===== src/hdl/psched_pkg.sv =====
// Shared types and codes for the process scheduler.
`timescale 1ns / 1ps

package psched_pkg;

  // One queue entry as held in a cell.
  typedef struct packed {
    logic [7:0]        id;
    logic signed [7:0] prio;
    logic [15:0]       rt;
    logic [15:0]       used;
  } slot_t;

  // Best entry seen so far, travelling down the cell chain.
  typedef struct packed {
    logic  vld;
    slot_t s;
  } cand_t;

  // Commands broadcast to every cell in the commit cycle.
  typedef struct packed {
    logic rm;
    logic wr;
  } cell_cmd_t;

  typedef enum logic [1:0] {
    ST_IDLE,
    ST_SCAN,
    ST_DONE
  } state_e;

  localparam logic       MODE_ADD      = 1'b0;
  localparam logic       MODE_DISPATCH = 1'b1;

  localparam logic [1:0] POL_FIFO = 2'd0;
  localparam logic [1:0] POL_RR   = 2'd1;
  localparam logic [1:0] POL_PRIO = 2'd2;
  localparam logic [1:0] POL_SJF  = 2'd3;

  localparam logic [1:0] STATUS_ADDED = 2'd0;
  localparam logic [1:0] STATUS_FULL  = 2'd1;
  localparam logic [1:0] STATUS_RUN   = 2'd2;
  localparam logic [1:0] STATUS_EMPTY = 2'd3;

  localparam logic signed [7:0] PRIO_MIN  = -8'sd128;
  localparam logic [15:0]       USED_MAX  = 16'hFFFF;

endpackage


===== src/hdl/psched_intf.sv =====
// Handshake channel interfaces of the process scheduler.
`timescale 1ns / 1ps

interface psched_item_if;
  logic              valid;
  logic              ready;
  logic              mode;
  logic [7:0]        proc_id;
  logic signed [7:0] new_priority;
  logic [15:0]       new_runtime;

  modport source (output valid, mode, proc_id, new_priority, new_runtime, input ready);
  modport sink   (input valid, mode, proc_id, new_priority, new_runtime, output ready);
endinterface

interface psched_result_if;
  logic              valid;
  logic              ready;
  logic [1:0]        status;
  logic [7:0]        run_id;
  logic signed [7:0] run_priority;
  logic [15:0]       run_runtime;
  logic [15:0]       used_time;
  logic              finished;
  logic [31:0]       start_time;
  logic [31:0]       end_time;

  modport source (output valid, status, run_id, run_priority, run_runtime, used_time,
                  finished, start_time, end_time, input ready);
  modport sink   (input valid, status, run_id, run_priority, run_runtime, used_time,
                  finished, start_time, end_time, output ready);
endinterface

interface psched_cfg_if;
  logic       valid;
  logic       ready;
  logic [1:0] data;

  modport source (output valid, data, input ready);
  modport sink   (input valid, data, output ready);
endinterface


===== src/hdl/process_scheduler_fifo_rr_prio_sjf_top.sv =====
// Top level of the ready-queue process scheduler.
`timescale 1ns / 1ps

// Ready-queue scheduler with FIFO, round robin, priority and shortest-job-first
// dispatch. The queue lives in a row of QUEUE_DEPTH cells, head in cell 0. A
// best-candidate record walks down the row, one cell per clock, so a dispatch
// request on a non-empty queue goes from acceptance through the scan state,
// whose length the candidate chain sets, to the done state, where its result
// is committed once the output register is free or being read; an add
// request or a dispatch on an empty queue goes straight to the done state.
// One request is in work at a time; a finished result sits in an output
// register, so the next request is accepted while that result waits.
// There is no clearing pass after reset. Write the policy
// register only while no request is in work.
module process_scheduler_fifo_rr_prio_sjf_top
  import psched_pkg::*;
#(
  parameter int unsigned QUEUE_DEPTH = 16
) (
  input  logic             clk_i,
  input  logic             rst_ni,
  psched_cfg_if.sink       cfg_i,
  psched_item_if.sink      items_i,
  psched_result_if.source  results_o
);

  localparam int unsigned IW = $clog2(QUEUE_DEPTH);
  localparam int unsigned CW = $clog2(QUEUE_DEPTH + 1);
  localparam logic [CW-1:0] CountFull = CW'(QUEUE_DEPTH);
  localparam logic [IW-1:0] ScanLast  = IW'(QUEUE_DEPTH - 1);

  state_e state_q, state_d;
  logic [IW-1:0] scan_q;
  logic [CW-1:0] count_q;
  logic [31:0]   time_q;
  logic [1:0]    policy_q;

  // Request held while in work.
  logic              mode_q;
  slot_t             req_q;

  // Output register.
  logic              out_vld_q;
  logic [1:0]        o_status_q;
  slot_t             o_slot_q;
  logic              o_fin_q;
  logic [31:0]       o_t0_q, o_t1_q;

  // Cell row.
  slot_t         slot_w   [QUEUE_DEPTH];
  cand_t         cand_w   [QUEUE_DEPTH];
  logic [IW-1:0] cidx_w   [QUEUE_DEPTH];
  cell_cmd_t     cmd;
  logic [IW-1:0] wr_idx;
  slot_t         wr_slot;

  // Commit-cycle results.
  logic          commit;
  logic          full, empty;
  cand_t         best;
  logic [IW-1:0] sel;
  logic          to_end;
  logic [15:0]   rem, used_inc, used_new;
  logic          fin;
  logic signed [7:0] prio_nxt;
  logic [31:0]   t1;
  logic [1:0]    status;

  assign cfg_i.ready   = 1'b1;
  assign items_i.ready = (state_q == ST_IDLE);

  assign full   = (count_q == CountFull);
  assign empty  = (count_q == '0);
  assign commit = (state_q == ST_DONE) && (!out_vld_q || results_o.ready);

  // Next state.
  always_comb begin
    state_d = state_q;
    unique case (state_q)
      ST_IDLE: begin
        if (items_i.valid) begin
          state_d = (items_i.mode == MODE_DISPATCH && !empty) ? ST_SCAN : ST_DONE;
        end
      end
      ST_SCAN: begin
        if (scan_q == ScanLast) begin
          state_d = ST_DONE;
        end
      end
      ST_DONE: begin
        if (commit) begin
          state_d = ST_IDLE;
        end
      end
      default: state_d = ST_IDLE;
    endcase
  end

  // Dispatch arithmetic on the candidate leaving the last cell.
  always_comb begin
    best     = cand_w[QUEUE_DEPTH-1];
    sel      = cidx_w[QUEUE_DEPTH-1];
    to_end   = (policy_q == POL_FIFO) || (policy_q == POL_SJF);
    rem      = (best.s.used < best.s.rt) ? (best.s.rt - best.s.used) : 16'd0;
    used_inc = (best.s.used != USED_MAX) ? (best.s.used + 16'd1) : best.s.used;
    used_new = to_end ? best.s.rt : used_inc;
    fin      = to_end || (used_inc >= best.s.rt);
    prio_nxt = (policy_q == POL_PRIO && best.s.prio != PRIO_MIN) ?
               (best.s.prio - 8'sd1) : best.s.prio;
    t1       = time_q + (to_end ? {16'd0, rem} : 32'd1);
  end

  // Outputs of the commit cycle: cell commands and result status.
  always_comb begin
    cmd     = '0;
    wr_idx  = count_q[IW-1:0];
    wr_slot = req_q;
    status  = STATUS_ADDED;
    if (mode_q == MODE_ADD) begin
      status = full ? STATUS_FULL : STATUS_ADDED;
      cmd.wr = commit && !full;
    end else if (empty) begin
      status = STATUS_EMPTY;
    end else begin
      status  = STATUS_RUN;
      cmd.rm  = commit;
      // Put an unfinished process back at the new tail.
      cmd.wr  = commit && !fin;
      wr_idx  = IW'(count_q - CW'(1));
      wr_slot = '{id: best.s.id, prio: prio_nxt, rt: best.s.rt, used: used_new};
    end
  end

  always_ff @(posedge clk_i or negedge rst_ni) begin
    if (!rst_ni) begin
      state_q   <= ST_IDLE;
      scan_q    <= '0;
      count_q   <= '0;
      time_q    <= '0;
      policy_q  <= POL_FIFO;
      out_vld_q <= 1'b0;
    end else begin
      state_q <= state_d;
      if (cfg_i.valid) begin
        policy_q <= cfg_i.data;
      end
      // Advance the scan counter only while the candidate settles.
      if (state_q == ST_SCAN) begin
        scan_q <= scan_q + IW'(1);
      end else begin
        scan_q <= '0;
      end
      if (commit) begin
        out_vld_q <= 1'b1;
        if (mode_q == MODE_ADD) begin
          if (!full) begin
            count_q <= count_q + CW'(1);
          end
        end else if (!empty) begin
          time_q <= t1;
          if (fin) begin
            count_q <= count_q - CW'(1);
          end
        end
      end else if (results_o.ready) begin
        out_vld_q <= 1'b0;
      end
    end
  end

  // Hold the request payload and load the result payload.
  always_ff @(posedge clk_i) begin
    if (items_i.valid && items_i.ready) begin
      mode_q <= items_i.mode;
      req_q  <= '{id: items_i.proc_id, prio: items_i.new_priority,
                  rt: items_i.new_runtime, used: 16'd0};
    end
    if (commit) begin
      o_status_q <= status;
      if (status == STATUS_RUN) begin
        o_slot_q <= '{id: best.s.id, prio: best.s.prio, rt: best.s.rt, used: used_new};
        o_fin_q  <= fin;
        o_t0_q   <= time_q;
        o_t1_q   <= t1;
      end else begin
        o_slot_q <= '0;
        o_fin_q  <= 1'b0;
        o_t0_q   <= '0;
        o_t1_q   <= '0;
      end
    end
  end

  assign results_o.valid        = out_vld_q;
  assign results_o.status       = o_status_q;
  assign results_o.run_id       = o_slot_q.id;
  assign results_o.run_priority = o_slot_q.prio;
  assign results_o.run_runtime  = o_slot_q.rt;
  assign results_o.used_time    = o_slot_q.used;
  assign results_o.finished     = o_fin_q;
  assign results_o.start_time   = o_t0_q;
  assign results_o.end_time     = o_t1_q;

  // Row of cells: data shifts toward the head, candidates toward the tail.
  for (genvar i = 0; i < QUEUE_DEPTH; i++) begin : g_cell
    slot_t         nxt_slot;
    cand_t         cand_in;
    logic [IW-1:0] cidx_in;

    if (i == QUEUE_DEPTH - 1) begin : g_last
      assign nxt_slot = slot_w[i];
    end else begin : g_mid
      assign nxt_slot = slot_w[i+1];
    end

    if (i == 0) begin : g_head
      assign cand_in = '0;
      assign cidx_in = '0;
    end else begin : g_rest
      assign cand_in = cand_w[i-1];
      assign cidx_in = cidx_w[i-1];
    end

    psched_cell #(
      .Depth (QUEUE_DEPTH),
      .Idx   (i)
    ) u_cell (
      .clk_i      (clk_i),
      .rst_ni     (rst_ni),
      .cmd_i      (cmd),
      .sel_i      (sel),
      .wr_idx_i   (wr_idx),
      .count_i    (count_q),
      .policy_i   (policy_q),
      .wr_slot_i  (wr_slot),
      .nxt_slot_i (nxt_slot),
      .slot_o     (slot_w[i]),
      .cand_i     (cand_in),
      .cand_idx_i (cidx_in),
      .cand_o     (cand_w[i]),
      .cand_idx_o (cidx_w[i])
    );
  end

  // The queue never holds more entries than there are cells.
  a_count_range: assert property (@(posedge clk_i) disable iff (!rst_ni)
    count_q <= CountFull)
    else $error("queue count beyond depth");

  // Queue size changes only in a commit cycle.
  a_count_commit: assert property (@(posedge clk_i) disable iff (!rst_ni)
    (count_q != $past(count_q)) |-> $past(commit))
    else $error("queue count changed outside commit");

  // A dispatch on a non-empty queue always finds a candidate inside the queue.
  a_cand_found: assert property (@(posedge clk_i) disable iff (!rst_ni)
    (state_q == ST_DONE && mode_q == MODE_DISPATCH && !empty) |->
      (best.vld && (CW'(sel) < count_q)))
    else $error("no valid candidate at dispatch");

  // A scan always runs its counter to the last cell of the chain.
  a_scan_len: assert property (@(posedge clk_i) disable iff (!rst_ni)
    (state_q == ST_DONE && $past(state_q) == ST_SCAN) |-> ($past(scan_q) == ScanLast))
    else $error("scan ended early");

endmodule


===== src/hdl/psched_cell.sv =====
// One queue slot with its stage of the selection chain.
`timescale 1ns / 1ps

module psched_cell
  import psched_pkg::*;
#(
  parameter int unsigned Depth = 16,
  parameter int unsigned Idx   = 0,
  localparam int unsigned IW   = $clog2(Depth),
  localparam int unsigned CW   = $clog2(Depth + 1)
) (
  input  logic          clk_i,
  input  logic          rst_ni,
  input  cell_cmd_t     cmd_i,
  input  logic [IW-1:0] sel_i,
  input  logic [IW-1:0] wr_idx_i,
  input  logic [CW-1:0] count_i,
  input  logic [1:0]    policy_i,
  input  slot_t         wr_slot_i,
  input  slot_t         nxt_slot_i,
  output slot_t         slot_o,
  input  cand_t         cand_i,
  input  logic [IW-1:0] cand_idx_i,
  output cand_t         cand_o,
  output logic [IW-1:0] cand_idx_o
);

  localparam logic [IW-1:0] MyIdx = IW'(Idx);

  slot_t         slot_q;
  cand_t         cand_q, cand_d;
  logic [IW-1:0] cidx_q, cidx_d;
  logic          own_vld;
  logic          take_own;

  assign own_vld = (CW'(Idx) < count_i);

  // First entry wins ties: take own entry only when strictly better.
  always_comb begin
    take_own = 1'b0;
    if (own_vld) begin
      if (!cand_i.vld) begin
        take_own = 1'b1;
      end else begin
        unique case (policy_i)
          POL_PRIO: take_own = (slot_q.prio > cand_i.s.prio);
          POL_SJF:  take_own = (slot_q.rt < cand_i.s.rt);
          default:  take_own = 1'b0;
        endcase
      end
    end
    if (take_own) begin
      cand_d = '{vld: 1'b1, s: slot_q};
      cidx_d = MyIdx;
    end else begin
      cand_d = cand_i;
      cidx_d = cand_idx_i;
    end
  end

  always_ff @(posedge clk_i or negedge rst_ni) begin
    if (!rst_ni) begin
      cand_q <= '0;
      cidx_q <= '0;
    end else begin
      cand_q <= cand_d;
      cidx_q <= cidx_d;
    end
  end

  // Append wins over the compaction shift.
  always_ff @(posedge clk_i) begin
    if (cmd_i.wr && (wr_idx_i == MyIdx)) begin
      slot_q <= wr_slot_i;
    end else if (cmd_i.rm && (MyIdx >= sel_i)) begin
      slot_q <= nxt_slot_i;
    end
  end

  assign slot_o     = slot_q;
  assign cand_o     = cand_q;
  assign cand_idx_o = cidx_q;

endmodule


===== src/flat_wrapper.sv =====
// flat-port wrapper written by rule: the top's interface ports become plain ports
module process_scheduler_fifo_rr_prio_sjf_top_flat import psched_pkg::*;
#(
  parameter int unsigned QUEUE_DEPTH = 16
)
  (clk_i, rst_ni, cfg_i_valid, cfg_i_data, cfg_i_ready, items_i_valid, items_i_mode, items_i_proc_id, items_i_new_priority, items_i_new_runtime, items_i_ready, results_o_valid, results_o_status, results_o_run_id, results_o_run_priority, results_o_run_runtime, results_o_used_time, results_o_finished, results_o_start_time, results_o_end_time, results_o_ready);
  psched_cfg_if cfg_i_i ();
  psched_item_if items_i_i ();
  psched_result_if results_o_i ();
  input  logic clk_i;
  input  logic rst_ni;
  input wire logic [$bits(cfg_i_i.valid)-1:0] cfg_i_valid;
  input wire logic [$bits(cfg_i_i.data)-1:0] cfg_i_data;
  output wire logic [$bits(cfg_i_i.ready)-1:0] cfg_i_ready;
  input wire logic [$bits(items_i_i.valid)-1:0] items_i_valid;
  input wire logic [$bits(items_i_i.mode)-1:0] items_i_mode;
  input wire logic [$bits(items_i_i.proc_id)-1:0] items_i_proc_id;
  input wire logic [$bits(items_i_i.new_priority)-1:0] items_i_new_priority;
  input wire logic [$bits(items_i_i.new_runtime)-1:0] items_i_new_runtime;
  output wire logic [$bits(items_i_i.ready)-1:0] items_i_ready;
  output wire logic [$bits(results_o_i.valid)-1:0] results_o_valid;
  output wire logic [$bits(results_o_i.status)-1:0] results_o_status;
  output wire logic [$bits(results_o_i.run_id)-1:0] results_o_run_id;
  output wire logic [$bits(results_o_i.run_priority)-1:0] results_o_run_priority;
  output wire logic [$bits(results_o_i.run_runtime)-1:0] results_o_run_runtime;
  output wire logic [$bits(results_o_i.used_time)-1:0] results_o_used_time;
  output wire logic [$bits(results_o_i.finished)-1:0] results_o_finished;
  output wire logic [$bits(results_o_i.start_time)-1:0] results_o_start_time;
  output wire logic [$bits(results_o_i.end_time)-1:0] results_o_end_time;
  input wire logic [$bits(results_o_i.ready)-1:0] results_o_ready;
  assign cfg_i_i.valid = cfg_i_valid;
  assign cfg_i_i.data = cfg_i_data;
  assign cfg_i_ready = cfg_i_i.ready;
  assign items_i_i.valid = items_i_valid;
  assign items_i_i.mode = items_i_mode;
  assign items_i_i.proc_id = items_i_proc_id;
  assign items_i_i.new_priority = items_i_new_priority;
  assign items_i_i.new_runtime = items_i_new_runtime;
  assign items_i_ready = items_i_i.ready;
  assign results_o_valid = results_o_i.valid;
  assign results_o_status = results_o_i.status;
  assign results_o_run_id = results_o_i.run_id;
  assign results_o_run_priority = results_o_i.run_priority;
  assign results_o_run_runtime = results_o_i.run_runtime;
  assign results_o_used_time = results_o_i.used_time;
  assign results_o_finished = results_o_i.finished;
  assign results_o_start_time = results_o_i.start_time;
  assign results_o_end_time = results_o_i.end_time;
  assign results_o_i.ready = results_o_ready;
  process_scheduler_fifo_rr_prio_sjf_top #(.QUEUE_DEPTH(QUEUE_DEPTH)) u_core (.clk_i(clk_i), .rst_ni(rst_ni), .cfg_i(cfg_i_i), .items_i(items_i_i), .results_o(results_o_i));
endmodule

===== config.mk =====
export PLATFORM = sky130hd
export DESIGN_NAME = process_scheduler_fifo_rr_prio_sjf_top_flat
export DESIGN_NICKNAME = d
export VERILOG_FILES = /design/src/hdl/psched_pkg.sv /design/src/hdl/psched_intf.sv /design/src/hdl/process_scheduler_fifo_rr_prio_sjf_top.sv /design/src/hdl/psched_cell.sv /design/src/flat_wrapper.sv
export SDC_FILE = /design/constraint.sdc
export NUM_CORES = 2
export LEC_CHECK = 0
export BUFFER_PORTS_ARGS = -buffer_cell sky130_fd_sc_hd__buf_2
export CAP_MARGIN = 30
export CORE_MARGIN = 2
export CORE_UTILIZATION = 63
export DETAILED_ROUTE_END_ITERATION = 8
export PLACE_DENSITY_LB_ADDON = 0.3
export SLEW_MARGIN = 15
export SYNTH_ARGS = -nofsm -noshare
export SYNTH_HDL_FRONTEND = slang
export SYNTH_SLANG_ARGS = --single-unit

===== constraint.sdc =====
create_clock -name clk_i -period 12.1 [get_ports clk_i]
set_clock_uncertainty 0.05 [all_clocks]
set_input_delay 1.815 -clock clk_i [delete_from_list [all_inputs] [get_ports clk_i]]
set_output_delay 1.815 -clock clk_i [all_outputs]
set_load 0.01 [all_outputs]

======== Word-level counts from Yosys, hierarchy flattened ========
Cells that the tools add are included.
cells by class
  add/subtract/negate cells ............... 7
  $lt $le $gt $ge ......................... 63
  equal/unequal tests ..................... 30
  multiplexer cells ....................... 134
  bitwise logic cells ..................... 1
  reductions and logical operators ........ 67
operators with widths
  operator                 count
  $mux W48                 33
  $mux W49                 15
  $lt A16 B16 Y1           16
  $gt A8 B8 Y1             15
  $mux W4                  17
  $mux W16                 4
  $lt A4 B5 Y1 const A     8
  $mux W1                  38
  $logic_and A1 B1 Y1      37
  $eq A4 B4 Y1 const B     9
  $add A32 B32 Y32         1
  $reduce_bool A2 Y1       16
  $pmux W1 S2              15
  $ge A4 B4 Y1 const A     7
  $lt A3 B5 Y1 const A     4
  $mux W5                  4
  $add A16 B1 Y16 const B  1
  $eq A4 B3 Y1 const B     4
  $ge A16 B16 Y1           1
  $ge A3 B4 Y1 const A     4
  $ne A16 B16 Y1 const B   1
  $sub A16 B16 Y16         1
  $mux W2                  6
  $lt A1 B5 Y1 const A     2
  other kinds (25)         43
word-level totals
  bits in registers ....................... 1805
  input bits .............................. 40
  output and inout bits ................... 118
  word-level logic and storage cells ...... 478

======== Logic depth before layout (Yosys ltp) ========
  depth after elaboration ................. 11
  gate-level depth with buffers ........... 22
  mapped depth without buffers ............ 21

======== Modules after synthesis ========
A second synthesis with hierarchy kept.
unflattened totals
  cells, all modules ...................... 6611
  area total of the unflattened synthesis .. 89912.5 um^2
by module, submodules not included
  module                                     times used  cells an instance  area each (um^2)  sequential area each (um^2)
  process_scheduler_fifo_rr_prio_sjf_top     1           1003               10764.1           5595.4
  psched_cell (u_core.g_cell[8].u_cell ...)  2           304                4764.6            2767.7
  psched_cell (u_core.g_cell[2].u_cell)      1           492                5565.3            2767.7
  psched_cell (u_core.g_cell[15].u_cell)     1           475                5526.6            2767.7
  psched_cell (u_core.g_cell[4].u_cell)      1           493                5525.3            2767.7
  psched_cell (u_core.g_cell[10].u_cell)     1           493                5520.3            2767.7
  psched_cell (u_core.g_cell[13].u_cell)     1           306                4858.4            2767.7
  psched_cell (u_core.g_cell[6].u_cell)      1           303                4848.4            2767.7
  psched_cell (u_core.g_cell[14].u_cell)     1           304                4807.1            2767.7
  psched_cell (u_core.g_cell[1].u_cell)      1           307                4798.4            2767.7
  psched_cell (u_core.g_cell[5].u_cell)      1           307                4788.3            2767.7
  psched_cell (u_core.g_cell[7].u_cell)      1           305                4778.3            2767.7
  psched_cell (u_core.g_cell[0].u_cell)      1           306                4769.6            2767.7
  psched_cell (u_core.g_cell[12].u_cell)     1           303                4626.9            2767.7
  +2 rows                                    --          --                 --                --

======== Worst setup path after synthesis ========
No wires, ideal clock.
  path kind ............................... input-to-reg
  start point ............................. in results_o_ready
  end point ............................... reg u_core.g_cell[15].u_cell.slot_q (netlist bit u_core.g_cell[15].u_cell.slot_o[0]) (enable)
  library setup time ...................... 0.590 ns
  data arrival time ....................... 10.090 ns
  data required time ...................... 11.460 ns
  slack ................................... 1.370 ns
  stages on the path ...................... 6
  path buffers ............................ 1
  cells stage by stage .................... nand2b_1 -> nand2b_1 -> inv_1 -> o21ai_1 -> clkbuf_1 -> nor4b_1
between the ends
  cells in the longest elaborated chain, start to end .. 6
  elaborated cells on any way between the ends .. 7
  classes of those cells .................. 2 x mux; 5 x reduce/logical
ends and longest elaborated chain
  item                     RTL line                                       source
  start, declared          flat_wrapper.sv:30                             input wire logic [$bits(results_o_i.ready)-1:0] results_o_ready;
  $logic_or A1 B1 Y1 (*)   process_scheduler_fifo_rr_prio_sjf_top.sv:74   assign commit = (state_q == ST_DONE) && (!out_vld_q || results_o.ready);
  $logic_and A1 B1 Y1 (*)  process_scheduler_fifo_rr_prio_sjf_top.sv:74
  named net u_core.commit  process_scheduler_fifo_rr_prio_sjf_top.sv:58   logic commit;
  $logic_and A1 B1 Y1      process_scheduler_fifo_rr_prio_sjf_top.sv:128  cmd.wr = commit && !fin;
  $mux W2                  process_scheduler_fifo_rr_prio_sjf_top.sv:122  end else if (empty) begin
  $mux W1 (*)              process_scheduler_fifo_rr_prio_sjf_top.sv:119  if (mode_q == MODE_ADD) begin
  $logic_and A1 B1 Y1 (*)  psched_cell.sv:73                              if (cmd_i.wr && (wr_idx_i == MyIdx)) begin
  end signal, assigned     psched_cell.sv:74                              slot_q <= wr_slot_i;
  end signal, assigned     psched_cell.sv:76                              slot_q <= nxt_slot_i;
  end, declared            psched_cell.sv:30                              slot_t slot_q;
The timed path passes the listed nets; every way through them passes the cells marked *.
A chain may end at the register's enable or synchronous reset.

======== Worst setup path in the final report ========
  start point ............................. reg u_core.g_cell[15].u_cell.cand_q (netlist bit u_core.g_cell[15].u_cell.cand_o[0])
  end point ............................... reg u_core.time_q[20]
between the ends
  cells in the longest elaborated chain, start to end .. 4
  elaborated cells on any way between the ends .. 5
  classes of those cells .................. 2 x add/sub; 1 x order compare; 2 x mux
ends and longest elaborated chain
  item                                                       RTL line                                       source
  start, declared                                            psched_cell.sv:31                              cand_t cand_q, cand_d;
  start signal, assigned                                     psched_cell.sv:66                              cand_q <= cand_d;
  $sub A16 B16 Y16 / $lt A16 B16 Y1 (equally long branches)  process_scheduler_fifo_rr_prio_sjf_top.sv:104  rem = (best.s.used < best.s.rt) ? (best.s.rt - best.s.used) : 16'd0;
  $mux W16 (*)                                               process_scheduler_fifo_rr_prio_sjf_top.sv:104
  $mux W16 (*)                                               process_scheduler_fifo_rr_prio_sjf_top.sv:110  t1 = time_q + (to_end ? {16'd0, rem} : 32'd1);
  $add A32 B32 Y32 (*)                                       process_scheduler_fifo_rr_prio_sjf_top.sv:110
  end signal, assigned                                       process_scheduler_fifo_rr_prio_sjf_top.sv:160  time_q <= t1;
  end, declared                                              process_scheduler_fifo_rr_prio_sjf_top.sv:35   logic [31:0] time_q;
Mark *: on every way between the ends. The rest lies on a longest branch, timed or not.

==> flow_summary.yaml <==
setup_path:
  critPathArrivalTime_ns: 6.48
  worst_setup_path_end_kind: "register"
  r2r_start: "u_core.g_cell[15].u_cell.cand_o[0]"
  startpoint_type: "register"
  critical_path.max_fanout: 15
  critPathLaunch: "u_core.g_cell[15].u_cell.cand_o[0]"
  critical_path_class: "reg2reg"
  critPathRequiredTime_ns: 12.74
placement:
  portBuffers: 156
  dpl.hpwl_um: 117000
  dp_slack_ns: 6.30
  placedCellCount: 7444
  gp_congestion: 0.877
cells_and_area:
  seq_area_um2: 49500
  final_common_cell: "mux2_2"
  layout-drive-gt1-share_pct: 33.4
  nNetsFinal: 6329
  multi_input_comb_area_um2: 30000
  diodes: 0
  nFillCells: 8363
  final-instance-count-excl-fill: 7777
  final_cell_mix: "1323 x mux2_2, 916 x edfxtp_1, 878 x dfrtp_1"
  area_growth_pct: 10.7
routing:
  avgViaCountPerCell: 5.99
  first_iter_violations: 3819
  dr_total_vias: 46573
  drtPass1Iterations: 7
  wirelength_um: 181000
  ant_nets: 0
  post_drt_wl_per_cell_um: 23.2
  post-route-drc-count: 0
power:
  p_sw_share_pct: 33.4
  powerDensity_nw_per_um2: 251
  peakVddDrop_mv: 0.166
  combPwrFrac_pct: 34.2
  power_switching_mw: 7.62
  p_seq_share_pct: 41.8
  p_clk_share_pct: 23.9
  power.leakage_nw: 37.2
  internal_power_mw: 15.2
synth:
  ys_top_cells_by_area: "edfxtp_1 34%, dfrtp_1 27%, mux2_2 18%"
  seq_area_frac_synth_pct: 60.4
  ys_seq_elements: 1794
  ys_warn_count: 0
  synthCells: 5720
  synth_edf_count: 916
  syn_nets: 6164
  avgSynthCellArea_um2: 14.3
  syn_area_um2: 81900
  yosysTopAreaCell: "edfxtp_1"
  netlist.area_leader.share_pct: 33.6
  synthFlopType: "edfxtp_1"
  synth.distinct_cells: 81
  async_flop_share_pct: 48.9
run_status:
  status: "completed"
floorplanning:
  die_h_um: 365
  placementRows: 132
  die_area_um2: 133000
  die_x_um: 365
  num_io_pins: 158
  core_area_um2: 129000
  initial_core_util_pct: 63.3
clock_network:
  clkLatencyLatePin_ns: 0.81
  ctsResizeCount: 0
  cts_made_buffers: 178
  ctsHoldBuffers: 0
  cts_max_path_buffers: 3
  cts_root_buf: "clkbuf_16"
  htree_levels: 4
  cts.sinks: 1794
  postCtsSetupBuffers: 0
  cts_tree: "yes"
  clk_pin_slew_ns: 0.06
sta:
  setup_ws_ns: 6.26
  period_minus_slack_ns: 5.84
  worstMarginPinSlew_ns: 0.969
  fin_setup_tns_ns: 0
  finalSetupViolCount: 0
  fmax_ghz: 0.171
  slew_viol_final: 0
  hold_violations: 0
  rsz0062_at_grt: "no"
  period_share_pct: 48.3
  slew_headroom_pct: 35.4
hold_path:
  min-delay-start: "u_core.g_cell[2].u_cell.cand_idx_o[1]"
  hold_path_class: "reg2reg"
global_route:
  grt_pass1_wl_um: 284000
  grt_pass1_vias: 48420
  grtUsageTotal_pct: 27.6
  grt_max_degree: 156
  grt-ovfl-total: 0
  grt_antenna_before_repair: 1
flow_run:
  cap_viol_max_count: 0
-- power groups by stage --
| stage | Clock (mW) | Sequential [mW] | Combinational (mW) |
|---|---|---|---|
| 4_1_cts | 5.52 | 9.50 | 7.79 |
| 2_1_floorplan | 0 | 9.28 | 5.51 |
| 6_report | 5.45 | 9.53 | 7.80 |
| 3_3_place_gp | 0 | 9.52 | 7.46 |
| 3_5_place_dp | 0 | 9.57 | 7.67 |
| 5_1_grt | 5.77 | 9.71 | 8.53 |
-- final timing paths --
| path | slack (ns) | depth (start not counted) | to |
|---|---|---|---|
| setup / recovery | 6.26 | 20 | u_core.time_q[20] |
| hold / removal | 0.38 | 1 | u_core.g_cell[3].u_cell.cand_idx_o[1] |
| setup reg to reg | 6.26 | 20 | u_core.time_q[20] |
| hold reg to reg | 0.38 | 1 | u_core.g_cell[3].u_cell.cand_idx_o[1] |
| max in group asynchronous | 8.61 | 4 | u_core.g_cell[11].u_cell.cand_o[27] |
| min in group asynchronous | 0.94 | 1 | u_core.time_q[5] |
-- Yosys cell counts (all sizes together) (10+ instances only) --
cell type	number
nor2	193
dfrtp	878
a21oi	129
nor3	37
inv	418
nand2b	49
a31oi	15
o21a	21
xnor2	40
nand2	150
xor2	34
nand4	62
nor2b	28
o31ai	10
and2	106
nor4	12
edfxtp	916
o21ai	142
buf	117
a211oi	54
ha	402
or2	32
o2111ai	11
mux2	1424
clkbuf	155
and3	10
o211ai	15
nand3	64
a21o	91
-- per-stage QoR --
step	power (mW)	hold WS (ns)	instance area, um^2	utilization (%)
6_report	22.8	0.380	90700	70.1
5_1_grt	24.0	0.390	90700	70.1
4_1_cts	22.8	0.370	90600	70.1
3_5_place_dp	17.2	0.371	84900	65.6
3_3_place_gp	17.0	0.361	84800	65.6
2_1_floorplan	14.8	0.358	81900	-
-- critical path, stage by stage (launching register included) --
cell,delay [ns]
dfrtp_1,0.46
ha_1,0.26
fa_1,0.41
nand2b_1,0.19
a211oi_1,0.26
nor3_1,0.13
o21ai_0,0.28
a21oi_1,0.15
o31ai_1,0.35
a31oi_1,0.14
buf_4,0.24
a211oi_1,0.25
ha_1,0.33
a21oi_1,0.28
nand2_1,0.08
o31ai_1,0.60
o21ai_0,0.29
o31a_1,0.44
nand2_1,0.30
nor2_1,0.10
xor2_1,0.15
-- routing by layer --
metal / global-route usage (%) / vias to the layer above / wire length [um]
met5: 0 / - / 0
met4: 8.44 / 0 / 5060
met3: 4.25 / 328 / 9500
met2: 43.8 / 1374 / 84300
met1: 39.8 / 23874 / 81700
li1: - / 20997 / -
-- layout make-up --
class / instances / share of cell area, %
Clock buffer: 253 / 5.58
Inverter: 418 / 1.73
Sequential cell: 1794 / 54.6
Clock inverter: 77 / 0.711
Multi-Input combinational cell: 3236 / 33.1
Tap cell: 1742 / 2.40
Timing Repair Buffer: 257 / 1.85
-- cell families (layout without fill, tap and decap cells) --
kind of cell,count (synthesis),count (layout),synth area share (%)
XOR/XNOR,74,74,0.791
buffers and inverters,690,1005,3.40
flip-flops,1794,1794,60.4
other,1,1,0.00458
AND/OR/NAND/NOR,775,775,4.83
multiplexers,1428,1428,20.0
AO/OA/AOI/OAI,554,554,4.35
adder cells (fa/ha/maj),404,404,6.19
-- flip-flops by register name (all words and copies together) (netlist names), 2 cells and up --
signal,cells
u_core.results_o.end_time,32
u_core.g_cell.u_cell.slot_o,768
u_core.g_cell.u_cell.cand_idx_o,49
u_core.count_q,5
u_core.results_o.run_runtime,16
u_core.req_q,32
u_core.time_q,32
u_core.results_o.run_id,8
u_core.results_o.run_priority,8
u_core.results_o.status,2
u_core.g_cell.u_cell.cand_o,783
u_core.policy_q,2
u_core.results_o.start_time,32
u_core.results_o.used_time,16
u_core.state_q,2
u_core.scan_q,4
No activity file was read; power rests on OpenSTA's default activity.
